**src/sv/fpa_pkg.sv**
```systemverilog
// shared types and codes for the q24.8 fixed-point alu
// no dependencies
package fpa_pkg;

    localparam logic [4:0] OP_ADD        = 5'd0;
    localparam logic [4:0] OP_SUB        = 5'd1;
    localparam logic [4:0] OP_MUL        = 5'd2;
    localparam logic [4:0] OP_DIV        = 5'd3;
    localparam logic [4:0] OP_LT         = 5'd4;
    localparam logic [4:0] OP_LE         = 5'd5;
    localparam logic [4:0] OP_GE         = 5'd6;
    localparam logic [4:0] OP_GT         = 5'd7;
    localparam logic [4:0] OP_EQ         = 5'd8;
    localparam logic [4:0] OP_NE         = 5'd9;
    localparam logic [4:0] OP_MIN        = 5'd10;
    localparam logic [4:0] OP_MAX        = 5'd11;
    localparam logic [4:0] OP_INC        = 5'd12;
    localparam logic [4:0] OP_DEC        = 5'd13;
    localparam logic [4:0] OP_FROM_INT   = 5'd14;
    localparam logic [4:0] OP_FROM_FLOAT = 5'd15;
    localparam logic [4:0] OP_TO_INT     = 5'd16;
    localparam logic [4:0] OP_TO_FLOAT   = 5'd17;

    localparam logic [1:0] ST_OK    = 2'd0;
    localparam logic [1:0] ST_DZ    = 2'd1;
    localparam logic [1:0] ST_FLOAT = 2'd2;

    typedef struct packed {
        logic       valid;
        logic [4:0] op;
        logic       neg;
        logic       dz;
    } ctrl_t;

endpackage

```
**src/sv/fpa_front.sv**
```systemverilog
// operand decode, divider operands and all operations of the alu but divide and to-float
// depends on fpa_pkg
module fpa_front #(
    parameter int WORD_WIDTH = 32,
    parameter int FRAC_BITS  = 8,
    parameter int DW         = WORD_WIDTH + FRAC_BITS,
    parameter int PBW        = $clog2(WORD_WIDTH)
) (
    input  logic                  valid,
    input  logic [4:0]            opcode,
    input  logic signed [31:0]    operand_a,
    input  logic signed [31:0]    operand_b,
    input  logic [31:0]           float_in,
    output fpa_pkg::ctrl_t        ctrl,
    output logic [DW-1:0]         dividend,
    output logic [WORD_WIDTH-1:0] divisor,
    output logic [WORD_WIDTH-1:0] res,
    output logic [WORD_WIDTH-1:0] fmag,
    output logic [PBW-1:0]        fpos,
    output logic                  cmp,
    output logic [1:0]            st
);
    localparam int W = WORD_WIDTH;

    logic signed [W-1:0]   a;
    logic signed [W-1:0]   b;
    logic [W-1:0]          amag;
    logic signed [2*W-1:0] prod;

    assign a    = operand_a[W-1:0];
    assign b    = operand_b[W-1:0];
    assign amag = a[W-1] ? W'(-a) : W'(a);
    assign prod = a * b;

    // sign of the quotient, or sign of the operand for to-float
    assign ctrl.valid = valid;
    assign ctrl.op    = opcode;
    assign ctrl.neg   = (opcode == fpa_pkg::OP_TO_FLOAT) ? a[W-1] : (a[W-1] ^ b[W-1]);
    assign ctrl.dz    = (b == '0);
    assign dividend   = DW'(amag) << FRAC_BITS;
    assign divisor    = b[W-1] ? W'(-b) : W'(b);
    assign fmag       = amag;

    always_comb
    begin
        fpos = '0;
        for (int i = 0; i < W; i++)
        begin
            if (amag[i])
                fpos = PBW'(i);
        end
    end

    always_comb
    begin
        logic [7:0]  ex;
        logic [23:0] mn;
        logic [63:0] fm;
        logic [63:0] lim;
        logic [W-1:0] sat;
        int s;
        int k;
        ex  = float_in[30:23];
        mn  = {ex != 8'd0, float_in[22:0]};
        s   = (ex == 8'd0 ? 1 : int'({24'd0, ex})) - 150 + FRAC_BITS;
        k   = -s;
        fm  = '0;
        if (mn != '0)
        begin
            if (s >= 0)
                fm = (s > 39) ? (64'd1 << 40) : ({40'd0, mn} << s);
            else if (k <= 25)
                fm = ({40'd0, mn} + (64'd1 << (k - 1))) >> k;
        end
        lim = float_in[31] ? (64'd1 << (W - 1)) : ((64'd1 << (W - 1)) - 64'd1);
        sat = {float_in[31], {(W-1){~float_in[31]}}};
        res = '0;
        cmp = 1'b0;
        st  = fpa_pkg::ST_OK;
        case (opcode)
            fpa_pkg::OP_ADD:      res = W'(a + b);
            fpa_pkg::OP_SUB:      res = W'(a - b);
            fpa_pkg::OP_MUL:      res = W'(prod >>> FRAC_BITS);
            fpa_pkg::OP_LT:       cmp = a < b;
            fpa_pkg::OP_LE:       cmp = a <= b;
            fpa_pkg::OP_GE:       cmp = a >= b;
            fpa_pkg::OP_GT:       cmp = a > b;
            fpa_pkg::OP_EQ:       cmp = a == b;
            fpa_pkg::OP_NE:       cmp = a != b;
            fpa_pkg::OP_MIN:      res = (a < b) ? a : b;
            fpa_pkg::OP_MAX:      res = (a > b) ? a : b;
            fpa_pkg::OP_INC:      res = W'(a + 1);
            fpa_pkg::OP_DEC:      res = W'(a - 1);
            fpa_pkg::OP_FROM_INT: res = W'(a <<< FRAC_BITS);
            fpa_pkg::OP_TO_INT:   res = W'(a >>> FRAC_BITS);
            fpa_pkg::OP_FROM_FLOAT:
            begin
                if (ex == 8'hFF)
                begin
                    st  = fpa_pkg::ST_FLOAT;
                    res = (float_in[22:0] != '0) ? '0 : sat;
                end
                else if (fm > lim)
                begin
                    st  = fpa_pkg::ST_FLOAT;
                    res = sat;
                end
                else
                begin
                    res = float_in[31] ? W'(-fm[W-1:0]) : fm[W-1:0];
                end
            end
            default: res = '0;
        endcase
    end

endmodule

```
**config.mk**
```make
export PLATFORM = sky130hd
export DESIGN_NAME = fpa_front
export DESIGN_NICKNAME = d
export VERILOG_FILES = /design/src/sv/fpa_pkg.sv /design/src/sv/fpa_front.sv
export SDC_FILE = /design/constraint.sdc
export NUM_CORES = 2
export LEC_CHECK = 0
export BUFFER_PORTS_ARGS = -buffer_cell sky130_fd_sc_hd__buf_2
export CAP_MARGIN = 20
export CORE_MARGIN = 8
export CORE_UTILIZATION = 24
export DETAILED_ROUTE_END_ITERATION = 8
export PLACE_DENSITY_LB_ADDON = 0.12
export SLEW_MARGIN = 20
export SYNTH_ARGS = -nofsm -noshare
export SYNTH_HDL_FRONTEND = slang
export SYNTH_SLANG_ARGS = --single-unit
```
**constraint.sdc**
```tcl
create_clock -name vclk -period 17.75
set_input_delay 3.55 -clock vclk [all_inputs]
set_output_delay 3.55 -clock vclk [all_outputs]
set_load 0.05 [all_outputs]
```
After elaboration in Yosys (flattened, before gate mapping)

Index checks and enable logic that the tools add are counted.

Equal/unequal tests: 19
Reductions and logical operators: 6
Divide/modulo/power cells: 0
Shifts and indexed selects: 3
Magnitude comparators: 8
Add/sub/neg operators: 12
Muxes and demuxes: 51
Multiply operators: 1
Bitwise logic cells: 2

Operator list:

| kind                                                            | number |
|---|---|
| one-hot mux 32 bit (10 select lines)                            | 1 |
| two-way mux 32 bit                                              | 9 |
| two-way mux 64 bit                                              | 4 |
| two-way mux 5 bit                                               | 26 |
| negator 32 bit                                                  | 3 |
| adder 24 x 64 -> 64 bit                                         | 1 |
| greater-than comparator 64 x 32 -> 1 bit                        | 1 |
| left shift 1 x 32 -> 64 bit, first input constant               | 1 |
| left shift 24 x 32 -> 64 bit                                    | 1 |
| >> shifter 64 x 32 -> 64 bit                                    | 1 |
| subtractor 32 x 2 -> 32 bit, second input constant              | 2 |
| == test 5 x 4 -> 1 bit, second input constant                   | 8 |
| multiplier 32 x 32 -> 40 bit                                    | 1 |
| adder 32 x 2 -> 32 bit, second input constant                   | 1 |
| adder 32 bit                                                    | 1 |
| == test 32 bit                                                  | 1 |
| >= comparator 32 bit                                            | 1 |
| greater-than comparator 32 bit                                  | 1 |
| less-or-equal comparator 32 bit                                 | 1 |
| less-or-equal comparator 32 x 6 -> 1 bit, second input constant | 1 |
| zero test 32 bit                                                | 1 |
| less-than comparator 32 bit                                     | 1 |
| inequality test 32 bit                                          | 1 |
| negator 10 -> 32 bit                                            | 1 |
| other kinds (22)                                                | 32 |

Latch bits: 0
Memories: 0
Logic and storage cells: 102
Register bits after elaboration: 0
Input port bits: 102
Bits in read-only memories: 0
Output and inout port bits: 152
Bits in writable memories: 0

Depth between registers and ports, before layout

Depth in word-level cells: 33
Depth in mapped cells: 58
Gate-level depth less buffers: 49

Worst setup path before layout

No wires, ideal clock.

Path kind: input-to-output
Start: input port float_in[26]
End: output port res[16]
Arrival: 15.085 ns
Path buffers: 11
Setup slack: -0.885 ns
Stages: 53
Data required time: 14.200 ns
Cells stage by stage: clkbuf_1 clkbuf_1 clkinv_1 xnor2_1 inv_1 clkbuf_1 ha_1 buf_2 nand4_1 nor2_1 nor3_1 clkbuf_1 clkbuf_1 buf_1 nand3_1 ha_1 or3_1 or4_1 [... 17 more ...] a21oi_1 inv_1 ha_1 a21oi_1 nor2b_1 o21ai_0 nand2b_1 a21oi_1 nor2b_1 o21ai_0 nand2b_1 a21oi_1 o221ai_1 a31oi_1 buf_4 nand3_1 clkbuf_1 o21ai_0

Longest elaborated chain between the ends: 17
Elaborated cells between the ends (all ways): 26
Classes of those cells: add/sub: 6; order compare: 4; eq/ne: 1; shift: 3; mux: 9; reduce/logical: 3

RTL lines:

| item                                     | RTL line         | source |
|---|---|---|
| start, declared                          | fpa_front.sv:13  | `input logic [31:0] float_in,` |
| zero test 8 bit                          | fpa_front.sv:65  | `s = (ex == 8'd0 ? 1 : int'({24'd0, ex})) - 150 + FRAC_BITS;` |
| two-way mux 8 bit                        | fpa_front.sv:65  |  |
| subtractor 8 x 8 -> 9 bit                | fpa_front.sv:65  |  |
| adder 9 x 5 -> 10 bit                    | fpa_front.sv:65  |  |
| negator 10 -> 32 bit                     | fpa_front.sv:66  | `k = -s;` |
| subtractor 32 x 2 -> 32 bit              | fpa_front.sv:73  | `fm = ({40'd0, mn} + (64'd1 << (k - 1))) >> k;` |
| left shift 1 x 32 -> 64 bit              | fpa_front.sv:73  |  |
| adder 24 x 64 -> 64 bit                  | fpa_front.sv:73  |  |
| >> shifter 64 x 32 -> 64 bit             | fpa_front.sv:73  |  |
| two-way mux 64 bit                       | fpa_front.sv:72  | `else if (k <= 25)` |
| two-way mux 64 bit                       | fpa_front.sv:70  | `if (s >= 0)` |
| two-way mux 64 bit                       | fpa_front.sv:68  | `if (mn != '0)` |
| negator 32 bit                           | fpa_front.sv:110 | `res = float_in[31] ? W'(-fm[W-1:0]) : fm[W-1:0];` |
| two-way mux 32 bit                       | fpa_front.sv:110 |  |
| two-way mux 32 bit                       | fpa_front.sv:103 | `else if (fm > lim)` |
| two-way mux 32 bit (*)                   | fpa_front.sv:98  | `if (ex == 8'hFF)` |
| one-hot mux 32 bit (10 select lines) (*) | fpa_front.sv:80  | `case (opcode)` |
| end, declared                            | fpa_front.sv:17  | `output logic [WORD_WIDTH-1:0] res,` |

Every way passes the cells marked *; elsewhere a longest branch is shown, timed or not.

Worst setup path in the final report

Start: input port float_in[25]
End: output port res[31]

The elaborated chain is that of the path after synthesis.

==> metrics <==
ANT nets after route=0; Tcrit/Tclk final=97.0%; f_max=58.1 MHz; critical path data arrival time=13.67 ns; Worst Hold Class=input pin to output pin; Sequential Area=0 um2; worst-path maximum fanout=5; most common cell after layout, fill and taps aside=inv_1; crit path to=res[31]; Crit. path cell count=53; Final Wtd Congestion=0.919; Setup crit end kind=output pin; vias in the first global route=39.5k; total wire length=197 mm; largest net degree at the start of global routing=64; relative slew slack=18.7%; most frequent cells in the layout=inv_1, nand2_1, fa_1; die area=177000 um2; initial drt markers=3028; startpoint types=input pin; Setup CP Type=input pin to output pin; Hold-fix buffers, CTS=0; area of the core=163000 um2; Final setup viols=0; Die Height=421 um; Vias/cell=5.06; FF+latch count=0; final slew viol count=0; Largest stage delay, worst path=0.45 ns; initial core utilization=24.2%; DR vias=38.3k; GRT overflow=0; worst slew pin tran=1.21 ns; chip width=421 um; DR DRC count=0; setup ws final=0.533 ns; Port Buffers=243; row count=148; # clk buffers=0; Cells after Synth=5185; initial antenna violation count=14; DR WL/cell=26.0 um; min cycle time layout=17.22 ns; number of distinct library cells after synthesis=93; syn_area_per_cell=7.58 um2; placed cells=7566; crit path from=float_in[25]; Hold Vio Cnt, Final=0; CP dominant cell by count=buf_4; synthesized cell area=39300 um2; NumNets Final=6453; total track usage=21.7%; number of synthesis warnings=0; area growth from synthesis to layout=14.4%; Critical Path Slowest Stage Cell=a2111o_1; fin cells=7578; top cell family by delay on the critical path=simple AND/OR/NAND/NOR gates; post-synthesis sequential area ratio=0%; first-pass GRT wire length=286 mm; hpwl dp=160 mm; max_cap viols=0; I/O pins=254; share of post-route cells with drive strength above 1=13.5%; WP buf/inv=15; required time worst endpoint=14.20 ns; worst hold margin=7.10 ns; status=finished, final reports clean; pre-CTS setup slack=-0.369 ns; drt first pass iters=9
cell families (layout without fill, tap and decap cells):
kind of cell | Yosys count | count (layout) | synth area share, %
and+or+nand+nor | 1683 | 1683 | 20.0
adders and majority gates | 951 | 951 | 42.6
buffers and inverters | 1254 | 1459 | 12.5
other | 1 | 14 | 0.00954
xor gates and xnor gates | 254 | 254 | 5.72
AOI/OAI and AO/OA | 964 | 964 | 16.7
muxes | 78 | 78 | 2.45
synthesized netlist by cell type (51+ instances only):
library cell	number	area, um2
a21oi_1	224	1120
xnor2_1	196	1720
o21ai_0	175	876
ha_1	306	3830
xor2_1	56	490
nand2b_1	51	319
nand4_1	55	344
and2_1	147	920
nand2_1	786	2950
fa_1	645	12900
inv_1	861	3230
nor2_1	276	1040
clkbuf_1	272	1020
nand3_1	83	415
a21o_1	73	548
nor3_1	61	305
per-layer routing:
| metal | vias up | track usage, % | part of all wire (%) |
|---|---|---|---|
| met1 | 19500 | 27.5 | 41 |
| met4 | 2 | 8.29 | 4.9 |
| met5 | - | 0 | 0.0066 |
| met2 | 1235 | 38.6 | 50 |
| met3 | 269 | 1.30 | 4.3 |
| li1 | 17300 | - | - |
per-stage QoR:
stage          setup TNS, ns  cell area [um2]  utilization (%)
2_1_floorplan              0            39400                -
3_3_place_gp          -11.29            44600             27.4
3_5_place_dp           -3.51            44600             27.4
4_1_cts                    0            44600             27.4
5_1_grt               -0.298            44900             27.6
6_report                   0            44900             27.6
worst min path at each step:
| stage | start | endpoint | slack, ns | depth (start not counted) |
|---|---|---|---|---|
| after floorplan | opcode[0] | ctrl[2] | 7.27 | 1 |
| after detailed placement | valid | ctrl[7] | 7.10 | 0 |
| after global placement | valid | ctrl[7] | 7.10 | 0 |
| after CTS | valid | ctrl[7] | 7.10 | 0 |
| final | valid | ctrl[7] | 7.10 | 0 |
| after global routing | valid | ctrl[7] | 7.10 | 0 |
repair_timing:
action / CTS / global route
gates cloned: 0 / 0
pin swaps: 0 / 17
endpoints found under the setup margin: 30 / 33
buffers inserted: 0 / 7
resized for setup: 4 / 56
cell type report:
class              count  area [um2]
inverters            869        3260
multi-input cells   3939       34800
diodes                 5        12.5
repair buffers       590        4140
fillers            18100      118000
well taps           2175        2720
