===== config.mk =====
export PLATFORM = sky130hd
export DESIGN_NAME = fpa_cell
export DESIGN_NICKNAME = d
export VERILOG_FILES = /design/src/sv/fpa_pkg.sv /design/src/sv/fpa_cell.sv
export SDC_FILE = /design/constraint.sdc
export NUM_CORES = 1
export LEC_CHECK = 0
export BUFFER_PORTS_ARGS = -buffer_cell sky130_fd_sc_hd__buf_2
export CAP_MARGIN = 30
export CORE_ASPECT_RATIO = 1.2
export CORE_MARGIN = 1.5
export CORE_UTILIZATION = 35
export CTS_CLUSTER_SIZE = 24
export DETAILED_ROUTE_END_ITERATION = 16
export HOLD_SLACK_MARGIN = 0.1
export MAX_ROUTING_LAYER = met4
export PLACE_DENSITY = 0.61
export SYNTH_ARGS = -nofsm -noshare
export SYNTH_HDL_FRONTEND = slang
export SYNTH_SLANG_ARGS = --single-unit

===== constraint.sdc =====
create_clock -name clk -period 0.9 [get_ports clk]
set_input_delay 0.27 -clock clk [delete_from_list [all_inputs] [get_ports clk]]
set_output_delay 0.27 -clock clk [all_outputs]
set_load 0.05 [all_outputs]

===== src/sv/fpa_pkg.sv =====
// shared types and codes for the q24.8 fixed-point alu
// no dependencies
package fpa_pkg;

    localparam logic [4:0] OP_ADD        = 5'd0;
    localparam logic [4:0] OP_SUB        = 5'd1;
    localparam logic [4:0] OP_MUL        = 5'd2;
    localparam logic [4:0] OP_DIV        = 5'd3;
    localparam logic [4:0] OP_LT         = 5'd4;
    localparam logic [4:0] OP_LE         = 5'd5;
    localparam logic [4:0] OP_GE         = 5'd6;
    localparam logic [4:0] OP_GT         = 5'd7;
    localparam logic [4:0] OP_EQ         = 5'd8;
    localparam logic [4:0] OP_NE         = 5'd9;
    localparam logic [4:0] OP_MIN        = 5'd10;
    localparam logic [4:0] OP_MAX        = 5'd11;
    localparam logic [4:0] OP_INC        = 5'd12;
    localparam logic [4:0] OP_DEC        = 5'd13;
    localparam logic [4:0] OP_FROM_INT   = 5'd14;
    localparam logic [4:0] OP_FROM_FLOAT = 5'd15;
    localparam logic [4:0] OP_TO_INT     = 5'd16;
    localparam logic [4:0] OP_TO_FLOAT   = 5'd17;

    localparam logic [1:0] ST_OK    = 2'd0;
    localparam logic [1:0] ST_DZ    = 2'd1;
    localparam logic [1:0] ST_FLOAT = 2'd2;

    typedef struct packed {
        logic       valid;
        logic [4:0] op;
        logic       neg;
        logic       dz;
    } ctrl_t;

endpackage


===== src/sv/fpa_cell.sv =====
// one quotient bit of the divider chain, carries the other results along
// depends on fpa_pkg
module fpa_cell #(
    parameter int WORD_WIDTH = 32,
    parameter int DW         = 40,
    parameter int PW         = 8
) (
    input  logic                  clk,
    input  logic                  rst_n,
    input  logic                  advance,
    input  fpa_pkg::ctrl_t        ctrl_in,
    input  logic [WORD_WIDTH-1:0] rem_in,
    input  logic [DW-1:0]         n_in,
    input  logic [DW-1:0]         q_in,
    input  logic [WORD_WIDTH-1:0] d_in,
    input  logic [PW-1:0]         pay_in,
    output fpa_pkg::ctrl_t        ctrl_out,
    output logic [WORD_WIDTH-1:0] rem_out,
    output logic [DW-1:0]         n_out,
    output logic [DW-1:0]         q_out,
    output logic [WORD_WIDTH-1:0] d_out,
    output logic [PW-1:0]         pay_out
);
    localparam int W = WORD_WIDTH;

    logic           valid_reg;
    logic [4:0]     op_reg;
    logic           neg_reg;
    logic           dz_reg;
    logic [W-1:0]   rem_reg, rem_next;
    logic [DW-1:0]  n_reg, q_reg, q_next;
    logic [W-1:0]   d_reg;
    logic [PW-1:0]  pay_reg;
    logic [W:0]     remx;
    logic [W:0]     diff;

    assign remx = {rem_in, n_in[DW-1]};
    assign diff = remx - {1'b0, d_in};

    always_comb
    begin
        if (remx >= {1'b0, d_in})
        begin
            rem_next = diff[W-1:0];
            q_next   = {q_in[DW-2:0], 1'b1};
        end
        else
        begin
            rem_next = remx[W-1:0];
            q_next   = {q_in[DW-2:0], 1'b0};
        end
    end

    always_ff @(posedge clk or negedge rst_n)
    begin
        if (!rst_n)
            valid_reg <= 1'b0;
        else if (advance)
            valid_reg <= ctrl_in.valid;
    end

    always_ff @(posedge clk)
    begin
        if (advance)
        begin
            op_reg  <= ctrl_in.op;
            neg_reg <= ctrl_in.neg;
            dz_reg  <= ctrl_in.dz;
            rem_reg <= rem_next;
            n_reg   <= {n_in[DW-2:0], 1'b0};
            q_reg   <= q_next;
            d_reg   <= d_in;
            pay_reg <= pay_in;
        end
    end

    assign ctrl_out.valid = valid_reg;
    assign ctrl_out.op    = op_reg;
    assign ctrl_out.neg   = neg_reg;
    assign ctrl_out.dz    = dz_reg;
    assign rem_out  = rem_reg;
    assign n_out    = n_reg;
    assign q_out    = q_reg;
    assign d_out    = d_reg;
    assign pay_out  = pay_reg;

endmodule


After elaboration in Yosys (flattened, before gate mapping)
Cells that the tools add are included.
{"block": "word_totals", "wordCells": 13, "output_inout_bits": 160, "in_bits": 163, "reg_bits": 159}
{"block": "classes", "mux": 2, "magnitude_cmp": 1, "addsub": 1}
{"cell": "33-bit by 32-bit >= comparator with 1-bit output", "n": 1}
{"cell": "32-bit two-way mux", "n": 1}
{"cell": "32-bit subtractor", "n": 1}
{"cell": "1-bit two-way mux", "n": 1}

Logic depth before layout (Yosys ltp)
{"block": "logic_depth", "word_depth": 2, "ltp_mapped": 13, "ltp_nobuf": 12}

Least setup slack after synthesis
No wires, ideal clock.
{"block": "synth_path", "path_type": "input port to flip-flop", "startpoint": "input port d_in[7]", "endpoint": "register rem_reg[13], in the netlist rem_out[13] (data pin)", "stages": 12, "t_required_ns": 0.638, "arrival_ns": 2.779, "n_path_buf": 2, "setup_time_ns": 0.262, "path_slack_ns": -2.141, "path_cell_list": "inv_1 ha_1 buf_2 nand4_1 or4_1 a21oi_1 nor3_1 a211oi_2 o21ai_2 o31ai_4 buf_4 mux2_1"}
{"block": "synth_via", "elab_chain_cells": 2, "word_cells_on_any_way": 3, "classes_between": "add/sub (1); order compare (1); mux (1)"}
{"element": "from (decl)", "line": "fpa_cell.sv:15", "text": "input logic [WORD_WIDTH-1:0] d_in,"}
{"element": "32-bit subtractor or 33-bit by 32-bit >= comparator with 1-bit output (tied branches)", "line": "fpa_cell.sv:38, fpa_cell.sv:42"}
{"element": "32-bit two-way mux (*)", "line": "fpa_cell.sv:42", "text": "if (remx >= {1'b0, d_in})"}
{"element": "via rem_next[13]", "line": "fpa_cell.sv:30", "text": "logic [W-1:0] rem_reg, rem_next;"}
{"element": "to (signal assigned)", "line": "fpa_cell.sv:69", "text": "rem_reg <= rem_next;"}
{"element": "to (decl)", "line": "fpa_cell.sv:30"}
The timed path passes the listed nets; every way through them passes the cells marked *.
A chain may end at the register's enable or synchronous reset.

Worst setup path in the final report
{"block": "layout_path", "startpoint": "input port n_in[39]", "endpoint": "register rem_reg[30], in the netlist rem_out[30] (data pin)"}
{"block": "layout_via", "elab_chain_cells": 2, "word_cells_on_any_way": 3, "classes_between": "add/sub (1); order compare (1); mux (1)"}
{"element": "from (decl)", "line": "fpa_cell.sv:13", "text": "input logic [DW-1:0] n_in,"}
{"element": "32-bit subtractor or 33-bit by 32-bit >= comparator with 1-bit output (tied branches)", "line": "fpa_cell.sv:38, fpa_cell.sv:42"}
{"element": "32-bit two-way mux (*)", "line": "fpa_cell.sv:42"}
{"element": "via rem_next[30]", "line": "fpa_cell.sv:30"}
Marks and branches as above.

==> impl_metrics.tcl <==
set metrics [dict create \
    coreArea_sq_um 19620 \
    synth_top_cells_by_area "sky130_fd_sc_hd__edfxtp_1 68%, sky130_fd_sc_hd__ha_1 5.7%, sky130_fd_sc_hd__a21oi_1 4.0%, sky130_fd_sc_hd__inv_1 2.0%, sky130_fd_sc_hd__nor2_1 1.9%" \
    finalSetupViolCount 193 \
    filler_cell_count 1351 \
    antenna_violating_nets_left 0 \
    tritoncts_num_sinks 159 \
    grt_start_max_net_pins 47 \
    max_cap_violations 0 \
    outcome "finished, violations left" \
    worst_r2r_path_depth 1 \
    grt_setup_unrepaired "true" \
    final.setup_skew_ns 0 \
    critPathSlowestCell "sky130_fd_sc_hd__o311a_4" \
    setup.worst_path.end_class "flip-flop" \
    critPathLaunchType "primary input" \
    htreeDepth 4 \
    yosys_most_used_dff "sky130_fd_sc_hd__edfxtp_1" \
    route.detailed.drc 0 \
    yosysWarningCount 0 \
    areaGrowthSynthToFinish_pct 89.40 \
    drv_slew 0 \
    p_leak_nw 5.775 \
    antenna_cells_inserted 0 \
    clkLatencyLatePin_ns 0.41 \
    ff_latch_count_synth 159 \
    tritoncts.num_buffers 17 \
    postLayoutSetupSlackWorst_ns -1.673 \
    utilization_pct 67.81 \
    critical_path.most_common_cell "sky130_fd_sc_hd__a21oi_4" \
    groute.usage.overall_pct 23.29 \
    grt_first_pass_wirelength_um 35700 \
    initial_core_util_pct 35.80 \
    drive_gt1_share_pct 49.86 \
    dr.first_iter.drc_count 283 \
    die-width_um 132.3 \
    layout.cells.most_common_list "172 x sky130_fd_sc_hd__buf_6, 158 x sky130_fd_sc_hd__edfxtp_1, 145 x sky130_fd_sc_hd__buf_2, 126 x sky130_fd_sc_hd__dlygate4sd3_1, 99 x sky130_fd_sc_hd__buf_4" \
    remaining_global_route_overflow 0 \
    nNetsFinal 1267 \
    dpl_cell_area_sq_um 9891 \
    die_area_sq_um 20930 \
    post_synth_instance_area_sq_um 7024 \
    synth.net_count 706 \
    crit_chain "buf_2, inv_1, ha_1, fa_2, nand2b_4, a21oi_4, o21ai_2, o311a_4, a31oi_4, a21oi_4, o41ai_2, xor2_1, mux2_4" \
    antenna_found_initial 0 \
    synth.top_cell.area_share_pct 67.55 \
    largest_register_ffs 40 \
    ios 323 \
    post-route-min-period_ns 2.573 \
    vias_per_cell 4.688 \
    worst_hold_slack_ns 0.1651 \
    slowest_delay_ns 0.39 \
    root_buffer_cell "sky130_fd_sc_hd__clkbuf_16" \
    path_clk_slew_ns 0.07 \
    placementRows 56 \
    dr_total_vias 6301 \
    firstDrtPassIters 5 \
    critical_path.max_fanout 3 \
    synth_instances 510 \
    port_buffers 320 \
    critical_path_arrival_ns 2.74 \
    synth_sequential_area_ratio_pct 67.90 \
    synth.lib_cells_used.distinct 50 \
    setup-tns-final_ns -106.55 \
    fmaxAchievable_ghz 0.3887 \
    globalplace.congestion 0.8757 \
    synth.avg_cell_area_sq_um 13.77 \
    hold_path.class "primary input to asynchronous set/reset pin" \
    wire_per_inst_um 18.11 \
    grt_pass1_vias 6556 \
    detail_route.wirelength_um 24340 \
    crit_type "primary input to flip-flop" \
    violations "setup timing" \
    yosys.area.top_type "sky130_fd_sc_hd__edfxtp_1" \
    share_of_synthesized_registers_carrying_an_async_set_or_reset_pct 0.6289 \
    synth_edf_count 158 \
    post-route-period-util_pct 285.9 \
    cp_data_required_time_ns 1.07 \
    max-vdd-ir-drop_mv 1.169 \
    final-hold-violation-count 0 \
    cts_tree "yes" \
    layout_commonest_cell "sky130_fd_sc_hd__buf_6" \
    clock_tree.buffer_depth 2 \
    power_per_cell_area_nw_per_um2 1860 \
    fin_area_sq_um 13300 \
    die_height_um 158.2 \
    place.detailed.hpwl_um 15750 \
]
==> final timing paths <==
path                           start           to  slack (ns)
hold / removal                 rst_n    valid_reg        0.17
setup / recovery            n_in[39]  rem_out[30]       -1.67
max in group asynchronous      rst_n    valid_reg        0.64
hold reg to reg            valid_reg    valid_reg        0.59
setup reg to reg           valid_reg    valid_reg        0.10
min in group clk           rem_in[7]   rem_out[8]        0.17
==> worst max-delay path: cells and delay by family <==
kind	cells	cell delay (ns)
AO/OA/AOI/OAI	6	1.21
multiplexers	1	0.26
adder cells (fa/ha/maj)	2	0.58
buffers and inverters	2	0.15
AND/OR/NAND/NOR	1	0.16
XOR/XNOR	1	0.11
==> synthesized netlist by cell type, types with 3 or more instances <==
cell type                  number
sky130_fd_sc_hd__a211oi_1       3
sky130_fd_sc_hd__a21o_1        12
sky130_fd_sc_hd__a21oi_1       56
sky130_fd_sc_hd__a31oi_1        5
sky130_fd_sc_hd__buf_2          8
sky130_fd_sc_hd__buf_4          7
sky130_fd_sc_hd__clkbuf_1       6
sky130_fd_sc_hd__edfxtp_1     158
sky130_fd_sc_hd__ha_1          32
sky130_fd_sc_hd__inv_1         38
sky130_fd_sc_hd__mux2_1         4
sky130_fd_sc_hd__mux2_2         7
sky130_fd_sc_hd__nand2_1       26
sky130_fd_sc_hd__nand2b_1       3
sky130_fd_sc_hd__nand3_1        8
sky130_fd_sc_hd__nand4_1        8
sky130_fd_sc_hd__nor2_1        35
sky130_fd_sc_hd__nor2b_1        3
sky130_fd_sc_hd__nor4_1         4
sky130_fd_sc_hd__o211ai_1       4
sky130_fd_sc_hd__o21a_1         6
sky130_fd_sc_hd__o21ai_0       16
sky130_fd_sc_hd__o21bai_1       3
sky130_fd_sc_hd__xnor2_1       15
sky130_fd_sc_hd__xor2_1        12
==> cells by family (layout without fill, tap and decap cells) <==
family | Yosys count | count (layout) | synth area share [%]
multiplexers | 12 | 12 | 1.906
XOR/XNOR | 27 | 27 | 3.367
adder cells (fa/ha/maj) | 33 | 33 | 5.985
other | 1 | 1 | 0.05339
AO/OA/AOI/OAI | 119 | 119 | 10.42
buffers and inverters | 60 | 633 | 3.741
AND/OR/NAND/NOR | 99 | 99 | 6.626
flip-flops | 159 | 159 | 67.90
==> per-stage QoR <==
| step | std cells | setup WS (ns) | total power (W) |
|---|---|---|---|
| after floorplan | 510 | -2.024 | 0.01340 |
| after global placement | 1177 | -2.269 | 0.01548 |
| after detailed placement | 1177 | -2.360 | 0.01552 |
| after CTS | 1341 | -1.698 | 0.02462 |
| after global routing | 1344 | -1.760 | 0.02563 |
| final | 1344 | -1.673 | 0.02475 |
==> report_power, final <==
part	total [W]	internal [W]	switching [W]	leakage [nW]
logic	0.00804	0.00348	0.00456	3.93
registers	0.00937	0.00901	0.000363	1.56
clock network	0.00734	0.00417	0.00317	0.282
==> repair_timing <==
action / in CTS / in global routing
pin swaps: 13 / 4
setup buffers: 6 / 3
endpoints found under the hold margin: 126 / 0
cloned: 2 / 2
setup endpoints to repair: 192 / 192
hold buffers: 126 / 0
gates resized for setup: 379 / 39
==> area by class of cell <==
class | count | area [sq um] | share of cell area (%)
clock inverter | 14 | 171.4 | 1.288
clock buffer | 17 | 425.4 | 3.198
multi-input combinational | 291 | 2351 | 17.67
inverter | 38 | 170.2 | 1.279
sequential | 159 | 4770 | 35.85
tap | 261 | 326.6 | 2.455
timing repair buffer | 564 | 5090 | 38.26
==> layer usage <==
| metal | up-vias | track usage [%] | part of all wire [%] |
|---|---|---|---|
| li1 | 3027 | - | - |
| met1 | 2972 | 24.89 | 38 |
| met2 | 256 | 41.31 | 53 |
| met3 | 46 | 6.020 | 6.2 |
| met4 | 0 | 9.681 | 3.6 |
| met5 | - | - | 0 |
Power figures use the tool's default switching activity.
